--- src/rtl/assert_macros.svh ---
// ----------------------------------------------------------------------------
// Assertion macros used by the sequencer RTL
// ----------------------------------------------------------------------------
`ifndef ASSERT_MACROS_SVH
`define ASSERT_MACROS_SVH

// Same-cycle implication, disabled while reset is asserted.
`define ASSERT_IMPLY(name, clk, rst_n, ante, cons) \
    name: assert property (@(posedge clk) disable iff (!rst_n) (ante) |-> (cons)) \
        else $error("implication check failed");

// Next-cycle implication, disabled while reset is asserted.
`define ASSERT_NEXT(name, clk, rst_n, ante, cons) \
    name: assert property (@(posedge clk) disable iff (!rst_n) (ante) |=> (cons)) \
        else $error("next-cycle check failed");

`endif

--- src/rtl/ptls_ram.sv ---
// ----------------------------------------------------------------------------
// ptls_ram
// Generic single-write, single-read RAM with registered read data.
// ----------------------------------------------------------------------------
module ptls_ram #(
    parameter int WIDTH = 8,
    parameter int DEPTH = 16
) (
    input  logic                     i_clk,
    input  logic                     i_we,
    input  logic [$clog2(DEPTH)-1:0] i_waddr,
    input  logic [WIDTH-1:0]         i_wdata,
    input  logic [$clog2(DEPTH)-1:0] i_raddr,
    output logic [WIDTH-1:0]         o_rdata
);

    logic [WIDTH-1:0] r_mem [DEPTH];
    logic [WIDTH-1:0] r_rdata;

    always_ff @(posedge i_clk) begin
        if (i_we) begin
            r_mem[i_waddr] <= i_wdata;
        end
        r_rdata <= r_mem[i_raddr];
    end

    assign o_rdata = r_rdata;

endmodule

--- config.mk ---
export PLATFORM = sky130hd
export DESIGN_NAME = ptls_ram
export DESIGN_NICKNAME = d
export VERILOG_FILES = /design/src/rtl/assert_macros.svh /design/src/rtl/ptls_ram.sv
export SDC_FILE = /design/constraint.sdc
export NUM_CORES = 1
export LEC_CHECK = 0
export BUFFER_PORTS_ARGS = -buffer_cell sky130_fd_sc_hd__buf_2
export CORE_ASPECT_RATIO = 0.7
export CORE_UTILIZATION = 57
export DETAILED_ROUTE_END_ITERATION = 6
export GPL_TIMING_DRIVEN = 0
export HOLD_SLACK_MARGIN = 0.02
export PLACE_DENSITY = 0.75
export SETUP_SLACK_MARGIN = 0.15
export SYNTH_ARGS = -nofsm -noshare
export SYNTH_HDL_FRONTEND = slang
export SYNTH_SLANG_ARGS = --single-unit
--- constraint.sdc ---
create_clock -name i_clk -period 2.4 [get_ports i_clk]
set_clock_uncertainty 0.05 [all_clocks]
set_input_delay 0.12 -clock i_clk [delete_from_list [all_inputs] [get_ports i_clk]]
set_output_delay 0.12 -clock i_clk [all_outputs]
set_load 0.03 [all_outputs]
---- Word level (Yosys, flattened, before mapping) ----
Memory sizes are Yosys's and may differ from the RTL's. A register that Yosys moved wholly into a read port is not among the register bits.
Cells that the tools add are included.
storage, ports and cells
  bits in registers ....................... 0
  memory bits (writable) .................. 128
  input port bits ......................... 18
  output and inout port bits .............. 8
  logic and storage cells ................. 3
  memories ................................ 1
operators by class
  mux-type cells .......................... 2
memory list
  memory  words  width  rd ports  clocked after memory_dff  write ports  RTL line        RTL
  r_mem   16     8      1         1                         1            ptls_ram.sv:17  logic [WIDTH-1:0] r_mem [DEPTH];
operators with widths
  cell              count
  1-bit 2-to-1 mux  2

---- Longest topological paths before layout ----
  word-level depth ........................ 2
  gate-level depth with buffers ........... 5

---- Worst setup path after synthesis ----
No wires, ideal clock.
  path kind ............................... input port to flip-flop
  start ................................... input port i_waddr[2]
  end ..................................... memory r_mem[0][0] (enable)
  setup time .............................. 0.383 ns
  data arrival time ....................... 1.230 ns
  data required time ...................... 1.967 ns
  slack ................................... 0.737 ns
  stages on the path ...................... 2
  buffers on the path ..................... 0
  cells stage by stage .................... or3b_2 nor3_1
RTL lines
  what         RTL line        RTL
  from (decl)  ptls_ram.sv:11  input logic [$clog2(DEPTH)-1:0] i_waddr,
  to (decl)    ptls_ram.sv:17
No word-level cell before the write port.

---- Worst setup path after layout ----
  start ................................... input port i_waddr[2]
  end ..................................... memory r_mem[8][0] (enable)
No word-level cell before the write port.

==> summary.md <==
| Metric | Value |
|---|---|
| Boundary Pins | 26 |
| Hold Buf Count CTS | 0 |
| Num CTS Buffers | 17 |
| Dominant synthesized flop cell | edfxtp_1 |
| Antenna cells | 0 |
| Top Usage Layer GRT | met1 |
| Area added between synthesis and finish | 16.4% |
| RSZ-0062 raised after global routing | false |
| # setup viols final | 0 |
| DP Cell Count | 373 |
| M2 GR Usage | 0.350 |
| Peak Freq | 623 MHz |
| Static Leak | a little over 2 nW |
| CTS Buffer Depth | 2 |
| Clock Latency Late Sink | ~0.42 ns |
| Vias in the first global route | 2491 |
| CP Data Required Time | 2.37 ns |
| Cells after Synth | 229 |
| Drt total wl | a little under 10000 um |
| # Post-CTS Setup Buffers | 0 |
| Pre-antenna DRT Iters | 4 |
| Crit start category | input pin |
| Clk sink count | 136 |
| ANT nets after route | 0 |
| CP endpoint kind | register |
| Run status | completed |
| Worst Path Arrival | ~1.6 ns |
| Drt wl/cell | 24.5 um |
| Rel. slew slack | 0.0654 |
| DRC | 0 |
| HPWL Detailed | 6110 um |
| Final Cycle Share | 0.669 |
| Syn nets | 247 |
| Max-slew violation count | 0 |
| Ratio of cells with drive above 1 in the final layout | 0.277 |
| Synth top area share | 0.747 |
| Layout Nets | 290 |
| Synth area leader | edfxtp_1 |
| Die Y-Extent | 81.5 um |
| Starting Density | 0.597 |
| DRT iter0 DRCs | 273 |
| Initial antenna violation count | 0 |
| DR vias | 2444 |
| TritonCTS clock tree | done |
| Synth unique cells | 19 |
| Hold WC Path Type | input pin to register |
| Fin cells | 405 |
| Avg Cell Area, Syn | 22.5 um^2 |
| Hold_sp | i_wdata[6] |
| # resized after CTS | 0 |
| Core ar. | 8620 um^2 |
| Max IR drop VDD | 691 uV |
| Met3 GRT Util | 0.0745 |
| First-pass GRT wire length | 15100 um |
| Setup tns final | 0 ns |
| Most common cell in the netlist | edfxtp_1 |
| Slew at the pin closest to its max-slew limit | 1.39 ns |
| Number of enable flip-flop cells after synthesis | approximately 130 |
| Fin Hold WS | 0.0524 ns |
| Yosys reg bits | 136 |
| Post-synthesis sequential area ratio | 0.778 |
| Synth Warn # | 0 |
| Crit path time final | 1.61 ns |
| Die area | around 9400 um^2 |
| Clock Tree Root | clkbuf_16 |
| Fill count | roughly 560 |
| Max Cap Viol | 0 |
| Synth async-reset ratio | 0 |
| # port buffers | 24 |
| Routability cong. | ~0.70 |
| Crit path kind | input pin to register |
| Maximum net fanout on the critical path | 8 |
| Reg-to-Reg Start | r_mem[9][4] |
| Cell Rows | 28 |
| Area contributors post-synth | edfxtp_1 (75%), mux4_2 (7.9%), mux4_1 (7.1%), dfxtp_1 (3.1%), a22oi_1 (2.3%) |
| H-tree Lvls | 4 |
| Largest net degree at the start of global routing | 17 |
| Global route overflow | 0 |
| Die Span X | 116 um |
| GR Layer Usage met1 | 0.370 |
| Clock Pin Slew Worst Setup and Hold Paths | ~0.050 ns |
| Power Density | between 900 and 1000 nW/um^2 |
| Final Hold Fails | 0 |
| Synth cell count leaders | edfxtp_1 (128), mux4_2 (18), a22oi_1 (16) |
| Vias per cell | 6.03 |
| GR Util All Layers | 0.246 |
| Mapped cell area | 5150 um^2 |
| Critical Path Start | i_waddr[2] |
[layout make-up]
class                   instances  area (um^2)  share of cell area
well taps                     120          150              0.0251
clock buffers                  20          437              0.0729
plain buffers                  10         86.3              0.0144
multi-input cells              83         1060               0.177
repair buffers                 24          120              0.0200
clock inverters                12          133              0.0221
flip-flops and latches        136         4000               0.668
[critical path: stages]
cell and delay, ns:
buf_2 0.13, nand3b_1 0.24, nor3_1 1.09
[metrics by stage]
step / area (um^2) / total power [mW] / utilization / setup WS (ns)
after floorplan: 5150 / 2.88 / - / 0.737
after global placement: 5420 / 2.99 / 0.629 / 0.178
after detailed placement: 5420 / 3.00 / 0.629 / 0.173
after CTS: 5990 / 5.50 / 0.695 / 0.576
after global routing: 5990 / 5.62 / 0.695 / 0.748
final: 5990 / 5.48 / 0.695 / 0.794
[worst paths after layout]
check	end	slack (ns)	depth (start not counted)
setup / recovery	r_mem[8][0]	0.79	3
hold / removal	r_mem[5][6]	0.05	1
setup reg to reg	o_rdata[4]	0.97	3
hold reg to reg	o_rdata[2]	0.64	3
[per-layer routing]
metal / up-vias / wire (um)
met5: - / 0
met4: 0 / 87
met3: 10 / 712
met2: 106 / 4500
met1: 1269 / 4610
li1: 1059 / -
[sequential cells by signal, summed over array words and instances (netlist names)]
register  count
r_mem       128
o_rdata       8
[kinds of logic after synthesis]
logic type,after synthesis,synth area share
AO/OA/AOI/OAI,16,0.0233
buffers and inverters,10,0.0168
flip-flops,136,0.778
multiplexers,32,0.150
AND/OR/NAND/NOR,35,0.0318
[power breakdown]
part	internal, mW	leakage (nW)	switching [mW]	total (mW)
clock	1.61	0.277	0.913	2.52
combinational	0.106	0.516	0.180	0.286
sequential	2.66	1.22	0.0123	2.67
[placed cells by master (no fill, tap or decap), types with 3 or more instances in the layout]
master and instances:
clkinv_2 4, edfxtp_1 128, bufinv_16 3, buf_6 3
nor3_1 3, clkinv_1 4, clkdlybuf4s25_2 3, a22oi_1 16
dfxtp_1 8, mux4_1 14, clkbuf_16 17, nand2_1 9
buf_2 27, mux4_2 18, clkbuf_1 3, nor2_1 13
Power figures use the tool's default switching activity.
